[src/rtl/sed_pkg.sv]
// Shared types and constants for the STX/ETX response deframer.
// No dependencies; every other rtl file imports this package.
`default_nettype none

package sed_pkg;

  // Framing bytes and limits.
  localparam logic [7:0] STX_BYTE        = 8'h02;
  localparam logic [7:0] ETX_BYTE        = 8'h03;
  localparam int         MAX_FRAME_BYTES = 64;
  localparam int         CNT_W           = 7;
  localparam int         MIN_DATA_BYTES  = 4;

  // Response command numbers.
  localparam logic [7:0] CMD_RETRANSMIT  = 8'd100;
  localparam logic [7:0] CMD_MOVE_DONE   = 8'd101;
  localparam logic [7:0] CMD_AUTO_REBOOT = 8'd111;
  localparam logic [7:0] CMD_SHUTDOWN    = 8'd200;
  localparam logic [7:0] CMD_LCD         = 8'd91;

  // Depth of the record queue between the front and back parts.
  localparam int QUEUE_DEPTH = 2;
  localparam int QPTR_W      = $clog2(QUEUE_DEPTH);
  localparam int QCNT_W      = $clog2(QUEUE_DEPTH + 1);

  typedef enum logic [1:0] {
    ST_OK        = 2'd0,
    ST_BAD_SUM   = 2'd1,
    ST_TOO_SHORT = 2'd2,
    ST_TOO_LONG  = 2'd3
  } frame_status_t;

  typedef enum logic [2:0] {
    EV_NONE        = 3'd0,
    EV_RETRANSMIT  = 3'd1,
    EV_MOVE_OK     = 3'd2,
    EV_AUTO_REBOOT = 3'd3,
    EV_SHUTDOWN    = 3'd4,
    EV_LCD_ON      = 3'd5,
    EV_LCD_OFF     = 3'd6
  } event_code_t;

  // One closed frame as classified by the front part.
  typedef struct packed {
    logic [7:0]    bed_id;
    logic [7:0]    command_code;
    logic [7:0]    response_value;
    frame_status_t status;
  } frame_rec_t;

  // One finished result word.
  typedef struct packed {
    frame_status_t frame_status;
    event_code_t   event_code;
    logic [7:0]    response_value;
    logic [7:0]    command_code;
    logic [7:0]    bed_id;
  } result_t;

  // Handshake between the record queue and its consumer.
  typedef struct packed {
    logic valid;
    logic full;
  } queue_status_t;

endpackage

`default_nettype wire

[src/rtl/sed_front.sv]
// Front part: takes received bytes, tracks the frame and classifies it at the end byte.
// Depends on sed_pkg.
`default_nettype none

module sed_front (
  input  wire                 clk,
  input  wire                 rst_n,
  input  wire                 cfg_wr_en,
  input  wire                 cfg_wr_data,
  input  wire                 in_tvalid,
  output logic                in_tready,
  input  wire  [7:0]          in_tdata,
  input  wire                 q_full,
  output logic                rec_push,
  output sed_pkg::frame_rec_t rec_data
);
  import sed_pkg::*;

  localparam logic [CNT_W-1:0] MAX_DATA = CNT_W'(MAX_FRAME_BYTES - 2);
  localparam logic [CNT_W-1:0] OVF_MARK = CNT_W'(MAX_FRAME_BYTES - 1);
  localparam logic [CNT_W-1:0] MIN_DATA = CNT_W'(MIN_DATA_BYTES);

  logic             read_enable_r;
  logic             in_frame_r, in_frame_nxt;
  logic [CNT_W-1:0] count_r, count_nxt, count_inc;
  logic [7:0]       sum_r, sum_nxt;
  logic [7:0]       last_r, last_nxt;
  logic [7:0]       bed_r, bed_nxt;
  logic [7:0]       cmd_r, cmd_nxt;
  logic [7:0]       resp_r, resp_nxt;
  logic             accept;

  assign in_tready = read_enable_r & ~q_full;
  assign accept    = in_tvalid & in_tready;
  assign count_inc = count_r + CNT_W'(1);

  always_comb begin
    in_frame_nxt = in_frame_r;
    count_nxt    = count_r;
    sum_nxt      = sum_r;
    last_nxt     = last_r;
    bed_nxt      = bed_r;
    cmd_nxt      = cmd_r;
    resp_nxt     = resp_r;
    rec_push     = 1'b0;
    if (accept) begin
      if (!in_frame_r) begin
        if (in_tdata == STX_BYTE) begin
          in_frame_nxt = 1'b1;
          count_nxt    = '0;
          sum_nxt      = '0;
          last_nxt     = '0;
          bed_nxt      = '0;
          cmd_nxt      = '0;
          resp_nxt     = '0;
        end
      end else if (in_tdata != ETX_BYTE) begin
        if (count_r >= MAX_DATA) begin
          // Overflowing bytes are dropped; the count parks on the overflow mark.
          count_nxt = OVF_MARK;
        end else begin
          sum_nxt   = sum_r + last_r;
          last_nxt  = in_tdata;
          count_nxt = count_inc;
          if (count_inc == CNT_W'(1)) bed_nxt  = in_tdata;
          if (count_inc == CNT_W'(2)) cmd_nxt  = in_tdata;
          if (count_inc == CNT_W'(3)) resp_nxt = in_tdata;
        end
      end else begin
        rec_push     = 1'b1;
        in_frame_nxt = 1'b0;
        count_nxt    = '0;
      end
    end
  end

  always_comb begin
    rec_data.bed_id         = bed_r;
    rec_data.command_code   = cmd_r;
    rec_data.response_value = resp_r;
    priority if (count_r >= OVF_MARK) begin
      rec_data.status = ST_TOO_LONG;
    end else if (count_r < MIN_DATA) begin
      rec_data.status = ST_TOO_SHORT;
    end else if (sum_r != last_r) begin
      rec_data.status = ST_BAD_SUM;
    end else begin
      rec_data.status = ST_OK;
    end
  end

  always_ff @(posedge clk) begin
    if (!rst_n) begin
      read_enable_r <= 1'b1;
      in_frame_r    <= 1'b0;
      count_r       <= '0;
      sum_r         <= '0;
      last_r        <= '0;
      bed_r         <= '0;
      cmd_r         <= '0;
      resp_r        <= '0;
    end else begin
      if (cfg_wr_en) read_enable_r <= cfg_wr_data;
      in_frame_r <= in_frame_nxt;
      count_r    <= count_nxt;
      sum_r      <= sum_nxt;
      last_r     <= last_nxt;
      bed_r      <= bed_nxt;
      cmd_r      <= cmd_nxt;
      resp_r     <= resp_nxt;
    end
  end

endmodule

`default_nettype wire

[src/rtl/sed_queue.sv]
// Short record queue that decouples the front and back parts.
// Depends on sed_pkg.
`default_nettype none

module sed_queue (
  input  wire                    clk,
  input  wire                    rst_n,
  input  wire                    push,
  input  wire  sed_pkg::frame_rec_t push_data,
  input  wire                    pop,
  output sed_pkg::frame_rec_t    pop_data,
  output sed_pkg::queue_status_t q_stat
);
  import sed_pkg::*;

  localparam logic [QPTR_W-1:0] LAST_PTR = QPTR_W'(QUEUE_DEPTH - 1);
  localparam logic [QCNT_W-1:0] FULL_CNT = QCNT_W'(QUEUE_DEPTH);

  frame_rec_t        mem [QUEUE_DEPTH];
  logic [QPTR_W-1:0] wr_ptr_r, wr_ptr_nxt;
  logic [QPTR_W-1:0] rd_ptr_r, rd_ptr_nxt;
  logic [QCNT_W-1:0] cnt_r, cnt_nxt;
  logic              do_push, do_pop;

  assign q_stat.valid = (cnt_r != '0);
  assign q_stat.full  = (cnt_r == FULL_CNT);
  assign do_push      = push & ~q_stat.full;
  assign do_pop       = pop & q_stat.valid;
  assign pop_data     = mem[rd_ptr_r];

  always_comb begin
    wr_ptr_nxt = wr_ptr_r;
    rd_ptr_nxt = rd_ptr_r;
    cnt_nxt    = cnt_r;
    if (do_push) wr_ptr_nxt = (wr_ptr_r == LAST_PTR) ? '0 : wr_ptr_r + QPTR_W'(1);
    if (do_pop)  rd_ptr_nxt = (rd_ptr_r == LAST_PTR) ? '0 : rd_ptr_r + QPTR_W'(1);
    unique case ({do_push, do_pop})
      2'b10:   cnt_nxt = cnt_r + QCNT_W'(1);
      2'b01:   cnt_nxt = cnt_r - QCNT_W'(1);
      default: cnt_nxt = cnt_r;
    endcase
  end

  always_ff @(posedge clk) begin
    if (do_push) mem[wr_ptr_r] <= push_data;
  end

  always_ff @(posedge clk) begin
    if (!rst_n) begin
      wr_ptr_r <= '0;
      rd_ptr_r <= '0;
      cnt_r    <= '0;
    end else begin
      wr_ptr_r <= wr_ptr_nxt;
      rd_ptr_r <= rd_ptr_nxt;
      cnt_r    <= cnt_nxt;
    end
  end

endmodule

`default_nettype wire

[src/rtl/sed_back.sv]
// Back part: decodes the event of a good frame and holds the result word for the output.
// Depends on sed_pkg.
`default_nettype none

module sed_back (
  input  wire                    clk,
  input  wire                    rst_n,
  input  wire  sed_pkg::queue_status_t q_stat,
  input  wire  sed_pkg::frame_rec_t    rec_data,
  output logic                   rec_pop,
  output logic                   out_valid,
  input  wire                    out_ready,
  output sed_pkg::result_t       out_word
);
  import sed_pkg::*;

  logic        valid_r;
  result_t     word_r, word_nxt;
  event_code_t ev;

  always_comb begin
    ev = EV_NONE;
    if (rec_data.status == ST_OK) begin
      unique case (rec_data.command_code)
        CMD_RETRANSMIT:  ev = EV_RETRANSMIT;
        CMD_MOVE_DONE:   ev = EV_MOVE_OK;
        CMD_AUTO_REBOOT: ev = EV_AUTO_REBOOT;
        CMD_SHUTDOWN:    ev = EV_SHUTDOWN;
        CMD_LCD:         ev = (rec_data.response_value != 8'd0) ? EV_LCD_ON : EV_LCD_OFF;
        default:         ev = EV_NONE;
      endcase
    end
  end

  always_comb begin
    word_nxt.bed_id         = rec_data.bed_id;
    word_nxt.command_code   = rec_data.command_code;
    word_nxt.response_value = rec_data.response_value;
    word_nxt.event_code     = ev;
    word_nxt.frame_status   = rec_data.status;
  end

  // The output register reloads whenever a record is waiting and it is empty or being drained.
  assign rec_pop   = q_stat.valid & (~valid_r | out_ready);
  assign out_valid = valid_r;
  assign out_word  = word_r;

  always_ff @(posedge clk) begin
    if (rec_pop) word_r <= word_nxt;
  end

  always_ff @(posedge clk) begin
    if (!rst_n) begin
      valid_r <= 1'b0;
    end else if (rec_pop) begin
      valid_r <= 1'b1;
    end else if (out_ready) begin
      valid_r <= 1'b0;
    end
  end

endmodule

`default_nettype wire

[src/rtl/stx_etx_response_deframer.sv]
// Path: the end byte's record is written into the queue when the byte is taken, and its
// result word is loaded from the queue head into the output register once that is free.
// Throughput: one byte word per cycle; a two-record queue and the output register absorb
// output stalls, and input ready drops only when both are full or read_enable is 0.
// Reset: synchronous, active low; read_enable returns to 1, the block hunts for a start
// byte and the queue and output are emptied.
`default_nettype none

module stx_etx_response_deframer (
  input  wire         clk,
  input  wire         rst_n,
  // Configuration: read_enable register.
  input  wire         cfg_wr_en,
  input  wire         cfg_wr_data,
  // Received bytes.
  input  wire         in_tvalid,
  output logic        in_tready,
  input  wire  [7:0]  in_tdata,   // [7:0] rx_byte
  // Response results.
  output logic        out_tvalid,
  input  wire         out_tready,
  output logic [31:0] out_tdata   // [7:0] bed_id, [15:8] command_code,
                                  // [23:16] response_value, [26:24] event_code,
                                  // [28:27] frame_status, [31:29] zero
);
  import sed_pkg::*;

  frame_rec_t    push_rec;
  frame_rec_t    head_rec;
  queue_status_t q_stat;
  logic          rec_push;
  logic          rec_pop;
  result_t       res_word;

  // The front part follows the byte stream and, at each end byte that closes a frame,
  // pushes one classified frame record (held bytes and status) into the queue.
  sed_front u_front (
    .clk         (clk),
    .rst_n       (rst_n),
    .cfg_wr_en   (cfg_wr_en),
    .cfg_wr_data (cfg_wr_data),
    .in_tvalid   (in_tvalid),
    .in_tready   (in_tready),
    .in_tdata    (in_tdata),
    .q_full      (q_stat.full),
    .rec_push    (rec_push),
    .rec_data    (push_rec)
  );

  // The queue lets a stalled output leave byte intake running for a while.
  sed_queue u_queue (
    .clk       (clk),
    .rst_n     (rst_n),
    .push      (rec_push),
    .push_data (push_rec),
    .pop       (rec_pop),
    .pop_data  (head_rec),
    .q_stat    (q_stat)
  );

  // The back part decodes the event of good frames and drives the output word.
  sed_back u_back (
    .clk       (clk),
    .rst_n     (rst_n),
    .q_stat    (q_stat),
    .rec_data  (head_rec),
    .rec_pop   (rec_pop),
    .out_valid (out_tvalid),
    .out_ready (out_tready),
    .out_word  (res_word)
  );

  // The result word is 29 bits wide; the top bits of the bus are zero.
  assign out_tdata = {3'b000, res_word};

endmodule

`default_nettype wire

[config.mk]
export PLATFORM = sky130hd
export DESIGN_NAME = stx_etx_response_deframer
export DESIGN_NICKNAME = d
export VERILOG_FILES = /design/src/rtl/sed_pkg.sv /design/src/rtl/sed_front.sv /design/src/rtl/sed_queue.sv /design/src/rtl/sed_back.sv /design/src/rtl/stx_etx_response_deframer.sv
export SDC_FILE = /design/constraint.sdc
export NUM_CORES = 1
export LEC_CHECK = 0
export BUFFER_PORTS_ARGS = -buffer_cell sky130_fd_sc_hd__buf_2
export CAP_MARGIN = 10
export CORE_MARGIN = 8
export CORE_UTILIZATION = 40
export CTS_BUF_LIST = sky130_fd_sc_hd__clkbuf_2
export CTS_CLUSTER_DIAMETER = 100
export CTS_CLUSTER_SIZE = 25
export DETAILED_ROUTE_END_ITERATION = 12
export PLACE_DENSITY_LB_ADDON = 0.12
export SLEW_MARGIN = 20
export SYNTH_ARGS = -nofsm -noshare
export SYNTH_HDL_FRONTEND = slang
export SYNTH_SLANG_ARGS = --single-unit
[constraint.sdc]
create_clock -name clk -period 3.85 [get_ports clk]
set_input_delay 0.385 -clock clk [delete_from_list [all_inputs] [get_ports clk]]
set_output_delay 0.385 -clock clk [all_outputs]
set_load 0.01 [all_outputs]
; After elaboration in Yosys (flattened, before gate mapping)
; Memories as Yosys holds them, arrays and structs flattened. A register that Yosys moved wholly into a read port is not among the register bits.
; Index checks and enable logic that the tools add are counted.
[totals]
output_inout_bits = 34
ram_bits = 52
mem_count = 1
in_bits = 14
wordCells = 108
latchBits = 0
ff_bits = 83
romBits = 0
[memory_table]
columns = name, words, word_bits, read_ports, rd_clocked_by_memory_dff, write_ports, line
row1 = u_queue.mem, 2, 26, 1, 1, 1, sed_queue.sv:19  ; frame_rec_t mem [QUEUE_DEPTH];
[op_classes]
bitwise = 8
n_addsub = 6
muxes = 43
eq_ne = 19
magnitude_cmp = 3
n_mul = 0
shift = 0
n_div = 0
reduce_logical = 11
[op_table]
columns = op, n
row1 = two-way mux 8 bit, 19
row2 = == test 8 x 7 -> 1 bit (second input constant), 4
row3 = two-way mux 7 bit, 4
row4 = two-way mux 1 bit, 15
row5 = one-hot mux 3 bit (5 select lines), 1
row6 = AND reduction 5 bit, 3
row7 = == test 7 x 2 -> 1 bit (second input constant), 2
row8 = greater-or-equal comparator 7 x 6 -> 1 bit (second input constant), 2
row9 = inequality test 2 bit (second input constant), 5
row10 = adder 8 bit, 1
row11 = == test 8 x 2 -> 1 bit (second input constant), 1
row12 = == test 8 bit (second input constant), 1
row13 = inequality test 8 x 2 -> 1 bit (second input constant), 1
row14 = inequality test 8 bit, 1
row15 = nonzero test 2 bit, 4
row16 = nonzero test 8 bit, 1
row17 = adder 7 x 1 -> 7 bit (second input constant), 1
row18 = == test 7 x 1 -> 1 bit (second input constant), 1
row19 = < comparator 7 x 3 -> 1 bit (second input constant), 1
row20 = two-way mux 2 bit, 3
row21 = AND 1 bit, 5
row22 = == test 2 bit (second input constant), 2
row23 = one-hot mux 2 bit (2 select lines), 1
row24 = AND reduction 4 bit, 1
row25 = other kinds (8), 10

; Longest topological paths before layout
; Gate-level depths: netlist (run 1).
[depth]
depth_word = 8
depth_mapped = 8
depth_no_buf = 7

; By module
; From an unflattened synthesis (run 1), not the netlist that was laid out.
[hier_totals]
hier_cells = 497
area_unflattened_um2 = 5869.4
[modules_own_cells]
columns = mod, area_each_um2, instances, cells_per_inst, seq_area_each_um2
row1 = sed_front, 2678.8, 1, 336, 980.9
row2 = sed_queue, 2108.3, 1, 107, 1661.6
row3 = sed_back, 1056.0, 1, 50, 890.9
row4 = stx_etx_response_deframer, 26.3, 1, 4, 0.0

; Worst setup path after synthesis (run 1)
; OpenSTA, ideal clock, no wires.
[synth_timing]
kind = register to register
start = reg u_back.valid_r, in the netlist u_back.out_valid
end = reg u_queue.cnt_r[1]
path_slack_ns = 1.013
arrival_time_ns = 2.761
setup_ns = 0.076
n_path_buf = 0
required_time_ns = 3.774
path_stages_with_launch = 6
period_less_slack_ns = 2.837
path_cell_list = dfxtp_1 > nor2b_1 > nor2_1 > ha_1 > or3_1 > a21boi_0
[synth_between]
elab_chain_cells = 6
word_cells_on_any_way = 8
cone_classes = eq/ne: 2 / mux: 1 / bitwise: 4 / reduce/logical: 1
[synth_rtl]
columns = element, line
row1 = start: declaration, sed_back.sv:17  ; logic valid_r;
row2 = start signal: assignment, sed_back.sv:54  ; valid_r <= 1'b0;
row3 = start signal: assignment, sed_back.sv:56  ; valid_r <= 1'b1;
row4 = start signal: assignment, sed_back.sv:58  ; valid_r <= 1'b0;
row5 = inverter 1 bit *, sed_back.sv:44  ; assign rec_pop = q_stat.valid & (~valid_r | out_ready);
row6 = bitwise OR 1 bit *, sed_back.sv:44
row7 = AND 1 bit *, sed_back.sv:44
row8 = via rec_pop, stx_etx_response_deframer.sv:32  ; logic rec_pop;
row9 = AND 1 bit *, sed_queue.sv:28  ; assign do_pop = pop & q_stat.valid;
row10 = == test 2 x 1 -> 1 bit or == test 2 bit (tied branches), sed_queue.sv:37  ; unique case ({do_push, do_pop})
row11 = one-hot mux 2 bit (2 select lines) or nonzero test 2 bit (tied branches), -
row12 = end signal: assignment, sed_queue.sv:56  ; cnt_r <= cnt_nxt;
row13 = end: declaration, sed_queue.sv:22  ; logic [QCNT_W-1:0] cnt_r, cnt_nxt;
; Mark *: on every way through the listed nets, which the timed path passes. The rest lies on a longest branch.
; A chain may end at the register's enable or synchronous reset.

; Final worst setup path (run 1)
[layout_timing]
start = reg u_front.count_r[0]
end = reg u_front.bed_r[5]
[layout_between]
elab_chain_cells = 4
word_cells_on_any_way = 6
cone_classes = add/sub: 1 / order compare: 1 / eq/ne: 3 / reduce/logical: 1
[layout_rtl]
columns = element, line
row1 = start: declaration, sed_front.sv:25  ; logic [CNT_W-1:0] count_r, count_nxt, count_inc;
row2 = start signal: assignment, sed_front.sv:105  ; count_r <= count_nxt;
row3 = adder 7 x 1 -> 7 bit, sed_front.sv:35  ; assign count_inc = count_r + CNT_W'(1);
row4 = == test 7 x 1 -> 1 bit, sed_front.sv:65  ; if (count_inc == CNT_W'(1)) bed_nxt = in_tdata;
row5 = inequality test 2 bit (no line), -
row6 = AND reduction 5 bit (no line) *, -
row7 = end signal: assignment, sed_front.sv:108  ; bed_r <= bed_nxt;
row8 = end: declaration, sed_front.sv:28  ; logic [7:0] bed_r, bed_nxt;
; Every way passes the cells marked *; elsewhere a longest branch is shown, timed or not.

==> impl_metrics.json, run 1 <==
{
  "result_of_the_run": "completed",
  "nNetsFinal": 614,
  "fp-row-count": 46,
  "die_width_um": 141,
  "syn2layout_area_growth_pct": 10.8,
  "cts-buffers-inserted": 17,
  "place.detailed.hpwl_um": 8750,
  "drcViolationCount": 0,
  "post_synthesis_average_cell_area_um2": 11.5,
  "critPathCaptureType": "flip-flop",
  "critical_path.max_fanout": 15,
  "grt_pass1_vias": 4178,
  "maximum_number_of_pins_on_one_net_before_global_route_repair": 66,
  "ctsHtreeMaxLevel": 4,
  "die_h_um": 141,
  "number_of_standard_cells_in_the_layout_taps_in_and_fillers_out": 817,
  "routed_wire_length_per_instance_um": 15.7,
  "timing_worst_slew_pin_value_ns": 1.02,
  "async_s_r_ff_share_synth_pct": 0,
  "part_of_the_cycle_the_worst_path_needs_pct": 65.2,
  "layout_commonest_cell": "sky130_fd_sc_hd__edfxtp_1",
  "cts.root.buffer_cell": "sky130_fd_sc_hd__clkbuf_2",
  "io_pins": 48,
  "postLayoutCellArea_mm2": 0.00697,
  "layout.filler_cells": 1482,
  "category_of_the_most_critical_setup_path": "flip-flop to flip-flop",
  "syn_area_mm2": 0.00629,
  "yosysWarnings": 0,
  "grt_busiest_layer": "met2",
  "ys_seq_elements": 136,
  "setup_violation_total_in_the_final_timing_report": 0,
  "report.final.hold_viol_count": 0,
  "most-common-layout-cells": "sky130_fd_sc_hd__edfxtp_1 (81), sky130_fd_sc_hd__nand3_1 (70), sky130_fd_sc_hd__dfxtp_1 (55)",
  "power_density_mw_per_mm2": 419,
  "cts_num_sinks": 136,
  "dr_total_vias": 4299,
  "synth_flop_cell": "sky130_fd_sc_hd__edfxtp_1",
  "clock_path_buffers": 2,
  "max_cap_violations": 0,
  "wl_um": 12800,
  "use_met3_pct": 3.70,
  "slew_violations": 0,
  "clock_skew_ns": 0.0294,
  "postCtsSetupRepairBufs": 0,
  "fmax_mhz": 398,
  "placed_cells_incl_taps": 773,
  "floorplan.initialDensity_pct": 40.3,
  "detailedRoute.firstPassIterationCount": 4,
  "critPathLaunchType": "flip-flop",
  "die_area_mm2": 0.0200,
  "synth_seq_area_share_pct": 56.2,
  "worst_vdd_drop_mv": 0.150,
  "postCtsResizedCells": 0,
  "iter_0_drt_violations": 203,
  "worstSkewPairLatency_ns": 0.71,
  "fin_tns_setup_ns": 0,
  "tritoncts_clock_tree": "built",
  "grt_use_met1_pct": 17.0,
  "grt.overflow.total": 0,
  "min_path_type": "primary input to flip-flop",
  "global_route_wire_length_before_repair_um": 21300,
  "rsz0062_at_grt": "no",
  "cts_hold_buf": 11,
  "synth_cell_types": 66,
  "final_layout_size_suffix_gt1_share_pct": 20.8,
  "portBuffers": 44,
  "period_needed_ns": 2.51,
  "design.core.area_mm2": 0.0156,
  "place_area_mm2": 0.00657,
  "grt_util_met2_pct": 21.7,
  "global_route.usage.total_pct": 13.5,
  "antenna_found_initial": 1,
  "vias_per_cell": 5.26,
  "worst-endpoint-arrival_ns": 3.11,
  "count_of_flip_flops_with_a_built_in_enable_after_synthesis": 81,
  "required_ns": 4.45,
  "cts.reportedPaths.clkPinSlew_ns": 0.21,
  "max_slew_margin_pct": 31.8,
  "drt.antenna.violating_nets": 0,
  "leakage_nw": 2.44,
  "syn_inst": 546,
  "finalWeightedCongestion": 0.850
}
==> flip-flops by register name, summed over array words and instances (netlist names), named ones only <==
name                   cells
u_queue.mem               52
u_back.out_word           29
u_front.bed_r              8
u_front.cmd_r              8
u_front.last_r             8
u_front.resp_r             8
u_front.sum_r              8
u_front.count_r            7
u_queue.cnt_r              2
u_back.out_valid           1
u_front.in_frame_r         1
u_front.read_enable_r      1
u_queue.rd_ptr_r           1
u_queue.wr_ptr_r           1
==> final cells by class <==
| type | count | area [µm²] | area share [%] |
|---|---|---|---|
| Sequential cell | 136 | 3530 | 50.7 |
| Antenna cell | 1 | 2.50 | 0.0359 |
| Timing Repair Buffer | 64 | 398 | 5.71 |
| Clock inverter | 15 | 200 | 2.87 |
| Clock buffer | 17 | 85.1 | 1.22 |
| Multi-Input combinational cell | 359 | 2450 | 35.1 |
| Inverter | 9 | 33.8 | 0.485 |
| Tap cell | 216 | 270 | 3.88 |
==> cell families (layout without fill, tap and decap cells) <==
family | after synthesis | count (layout) | share of synthesized area (%)
buffers and inverters | 53 | 105 | 5.15
XOR/XNOR | 8 | 8 | 1.11
AO/OA/AOI/OAI | 92 | 92 | 11.3
other | 1 | 4 | 0.0596
adder cells (fa/ha/maj) | 13 | 13 | 2.71
AND/OR/NAND/NOR | 216 | 216 | 18.7
flip-flops | 136 | 136 | 56.2
multiplexers | 27 | 27 | 4.77
==> Yosys cell counts, types with 11 or more instances <==
cell	number	area [µm²]
sky130_fd_sc_hd__ha_1	12	150
sky130_fd_sc_hd__clkbuf_1	14	52.6
sky130_fd_sc_hd__nand3_1	70	350
sky130_fd_sc_hd__edfxtp_1	81	2430
sky130_fd_sc_hd__o211ai_1	24	180
sky130_fd_sc_hd__and3_1	11	68.8
sky130_fd_sc_hd__o21ai_0	11	55.1
sky130_fd_sc_hd__a21boi_0	16	120
sky130_fd_sc_hd__nand4_1	27	169
sky130_fd_sc_hd__dfxtp_1	55	1100
sky130_fd_sc_hd__mux2_2	24	270
sky130_fd_sc_hd__nand2_1	29	109
sky130_fd_sc_hd__buf_2	14	70.1
sky130_fd_sc_hd__nor2_1	15	56.3
==> stage by stage <==
step                      total power [mW]  util, %  hold WS, ns  setup WS, ns
after floorplan                       1.89        -        0.439          1.01
after global routing                  3.06     44.7        0.250          1.17
after CTS                             2.97     44.7        0.218          1.36
final                                 2.92     44.7        0.294          1.34
after global placement                1.98     42.1        0.452          1.29
after detailed placement              1.99     42.1        0.453          1.26
==> power breakdown <==
part           total [mW]  internal (mW)  switching, mW
sequential           1.65           1.62         0.0260
combinational       0.306          0.132          0.175
clock               0.968          0.431          0.538
==> worst paths after layout <==
| path | from | to | slack, ns | cells after the start |
|---|---|---|---|---|
| worst max-delay path | u_front.count_r[0]$_SDFFE_PN0P_ | u_front.bed_r[5]$_SDFFE_PN0P_ | 1.34 | 5 |
| worst max register to register | u_front.count_r[0]$_SDFFE_PN0P_ | u_front.bed_r[5]$_SDFFE_PN0P_ | 1.34 | 5 |
| worst min-delay path | rst_n | u_front.read_enable_r$_SDFFE_PN1P_ | 0.29 | 2 |
| worst min register to register | u_front.last_r[3]$_SDFFE_PN0P_ | u_front.last_r[3]$_SDFFE_PN0P_ | 0.47 | 2 |
==> critical path, cell delays in order, from the launching register on <==
cell	delay, ns
sky130_fd_sc_hd__dfxtp_1	0.41
sky130_fd_sc_hd__ha_1	0.29
sky130_fd_sc_hd__or3_1	0.37
sky130_fd_sc_hd__a2111oi_4	0.76
sky130_fd_sc_hd__and2_1	0.43
sky130_fd_sc_hd__o211ai_1	0.14
==> metal layers <==
layer | routed length, µm | share of wire, % | vias up
met5 | 0 | 0 | -
met4 | 173 | 1.3 | 0
met3 | 558 | 4.4 | 16
met2 | 6110 | 48 | 72
met1 | 5990 | 47 | 2061
li1 | - | - | 2150
Power figures use the tool's default switching activity.
==> run 2, diff against run 1 <==
Settings changed: ABC_AREA set to 1.
Clock period 3.85 ns to 2.09 ns, I/O delays scaled along.
==> run 2 against run 1 <==
Net effect: critical path depth up 3; final area decreased by 2.9%; core utilization increased by 1.9 points; combinational power increased to 3.3 times the previous value; total power increased by 96%; sequential share of layout area up 1.6 points; wire length shrank 3.5%; synthesized cell count up 19%; register-to-register slack worse by 1.1 ns.
==> impl_metrics.json, run 2 <==
{
  "syn_inst": 651,
  "routed_wire_length_per_instance_um": 13.5,
  "result_of_the_run": "completed",
  "cts-buffers-inserted": 17,
  "period_needed_ns": 1.84,
  "number_of_standard_cells_in_the_layout_taps_in_and_fillers_out": 918,
  "synth_cell_types": 42,
  "global_route.usage.total_pct": 13.6,
  "portBuffers": 44,
  "worstSkewPairLatency_ns": 0.72,
  "postLayoutCellArea_mm2": 0.00677,
  "place_area_mm2": 0.00640,
  "setup_violation_total_in_the_final_timing_report": 0,
  "vias_per_cell": 4.74,
  "most-common-layout-cells": "sky130_fd_sc_hd__nand2_1 (209), sky130_fd_sc_hd__edfxtp_1 (81), sky130_fd_sc_hd__inv_1 (77)",
  "total_switching_power_mw": 1.72,
  "placed_cells_incl_taps": 872,
  "grt_pass1_vias": 4257,
  "synth.cells.most_frequent": "sky130_fd_sc_hd__nand2_1 (209), sky130_fd_sc_hd__edfxtp_1 (81), sky130_fd_sc_hd__inv_1 (77), sky130_fd_sc_hd__nor2_1 (56), sky130_fd_sc_hd__dfxtp_1 (55)",
  "io_pins": 48,
  "die_width_um": 138,
  "die_h_um": 138,
  "critPathCaptureType": "flip-flop",
  "iter_0_drt_violations": 205,
  "maximum_number_of_pins_on_one_net_before_global_route_repair": 34,
  "dr_total_vias": 4348,
  "count_of_flip_flops_with_a_built_in_enable_after_synthesis": 81,
  "cts.reportedPaths.clkPinSlew_ns": 0.20,
  "clock_skew_ns": 0.0336,
  "power.combinational.fraction_pct": 17.7,
  "category_of_the_most_critical_setup_path": "flip-flop to flip-flop",
  "layout_commonest_cell": "sky130_fd_sc_hd__nand2_1",
  "design.core.area_mm2": 0.0145,
  "p_total_mw": 5.71,
  "synth_seq_area_share_pct": 59.3,
  "max_cap_violations": 0,
  "power_switching_share_pct": 30.2,
  "rsz0062_at_grt": "no",
  "antenna_found_initial": 1,
  "syn2layout_area_growth_pct": 13.7,
  "synth.top_cell.area_share_pct": 40.8,
  "cell_internal_pwr_mw": 3.99,
  "fmax_mhz": 543,
  "async_s_r_ff_share_synth_pct": 0,
  "power_density_mw_per_mm2": 844,
  "part_of_the_cycle_the_worst_path_needs_pct": 88.1,
  "report.final.hold_viol_count": 0,
  "wl_um": 12400,
  "drcViolationCount": 0,
  "clock_path_buffers": 2,
  "slew_violations": 0,
  "layout.filler_cells": 1451,
  "fp-row-count": 44,
  "post_place_setup_slack_ns": 0.205,
  "drt.antenna.violating_nets": 0,
  "cts.root.buffer_cell": "sky130_fd_sc_hd__clkbuf_2",
  "yosysMostFrequentCell": "sky130_fd_sc_hd__nand2_1",
  "syn_area_mm2": 0.00595,
  "final_core_utilization_pct": 46.6,
  "yosys.area.top_type": "sky130_fd_sc_hd__edfxtp_1",
  "cts_num_sinks": 136,
  "place.detailed.hpwl_um": 8760,
  "detailedRoute.firstPassIterationCount": 4,
  "finalWeightedCongestion": 0.813,
  "max_slew_margin_pct": 62.4,
  "nNetsFinal": 747,
  "fin_worst_hold_slack_ns": 0.0699,
  "worst_vdd_drop_mv": 0.323,
  "worst-endpoint-arrival_ns": 2.41,
  "synth_flop_cell": "sky130_fd_sc_hd__edfxtp_1",
  "fin_tns_setup_ns": 0,
  "postCtsSetupRepairBufs": 0,
  "final_layout_size_suffix_gt1_share_pct": 15.7,
  "tritoncts_clock_tree": "built",
  "critPathLaunchType": "flip-flop",
  "post_synthesis_average_cell_area_um2": 9.15,
  "leakage_nw": 3.07,
  "ctsHtreeMaxLevel": 4,
  "largest_register": "u_queue.mem",
  "global_route_wire_length_before_repair_um": 21000,
  "seqPwrFrac_pct": 56.0,
  "max_ffs_per_register": 52,
  "yosysWarnings": 0,
  "min_path_type": "primary input to flip-flop",
  "power_frac_clock_pct": 26.3,
  "setup_slack_of_the_critical_path_after_layout_ns": 0.249,
  "critical_path.max_fanout": 24,
  "die_area_mm2": 0.0190,
  "grt.overflow.total": 0,
  "floorplan.initialDensity_pct": 41.0,
  "ys_seq_elements": 136,
  "timing_worst_slew_pin_value_ns": 0.563,
  "netlist_top_cells_area": "sky130_fd_sc_hd__edfxtp_1 (41%), sky130_fd_sc_hd__dfxtp_1 (18%), sky130_fd_sc_hd__nand2_1 (13%)",
  "required_ns": 2.66
}
run 2: cell type report:
type	instances	area, µm²	area share, %
inverter	82	315	4.66
antenna	1	2.50	0.0370
clock inverter	14	133	1.96
sequential	136	3540	52.3
tap	184	230	3.40
clock buffer	18	90.1	1.33
timing repair buffer	65	435	6.43
multi-input combinational	418	2030	29.9
run 2: power by group through the flow:
stage / sequential [mW] / clock, mW / combinational [mW]
after floorplan: 3.36 / 0 / 0.517
after global placement: 3.25 / 0 / 1.02
after detailed placement: 3.26 / 0 / 1.03
after CTS: 3.20 / 1.56 / 1.04
after global routing: 3.23 / 1.65 / 1.17
final: 3.20 / 1.50 / 1.01
run 2: layer usage:
layer	vias to the layer above	track usage [%]	wire (µm)
met3	15	4.79	596
met2	90	22.1	5870
met4	0	4.63	172
met1	2008	16.3	5740
li1	2235	-	-
met5	-	0	0
run 2: logic make-up (layout without fill, tap and decap cells):
group           Yosys count  in the layout  synth area share (%)
xor+xnor                  5              5                 0.862
simple gates            337            337                  24.5
other cells               1              4                0.0630
flops                   136            136                  59.3
compound gates           60             60                  5.27
fa+ha+maj                13             13                  2.86
buf+inv                  99            179                  7.10
run 2: worst max-delay path, stage by stage (launching register included):
cell,delay [ns]
sky130_fd_sc_hd__dfxtp_1,0.37
sky130_fd_sc_hd__buf_4,0.22
sky130_fd_sc_hd__o21ai_0,0.36
sky130_fd_sc_hd__nand2_1,0.10
sky130_fd_sc_hd__nor2_1,0.12
sky130_fd_sc_hd__nand4_1,0.15
sky130_fd_sc_hd__nand2_1,0.12
sky130_fd_sc_hd__nand2_1,0.09
sky130_fd_sc_hd__a21oi_1,0.16
run 2: worst paths after layout:
check	startpoint	to	slack [ns]	cells past startpoint
setup reg to reg	flip-flop	u_back.out_word[24]$_SDFFCE_PP0P_	0.25	8
setup / recovery	flip-flop	u_back.out_word[24]$_SDFFCE_PP0P_	0.25	8
hold reg to reg	u_front.bed_r[2]$_SDFFE_PN0P_	u_queue.mem[0][20]$_DFFE_PP_	0.47	0
hold / removal	in_tdata[3]	u_front.last_r[3]$_SDFFE_PN0P_	0.07	5
run 2: what timing repair did:
action / in CTS / in global routing
hold buffers: 13 / 0
hold endpoints to repair: 22 / 0
setup endpoints to repair: 0 / 6
resized for setup: 0 / 5
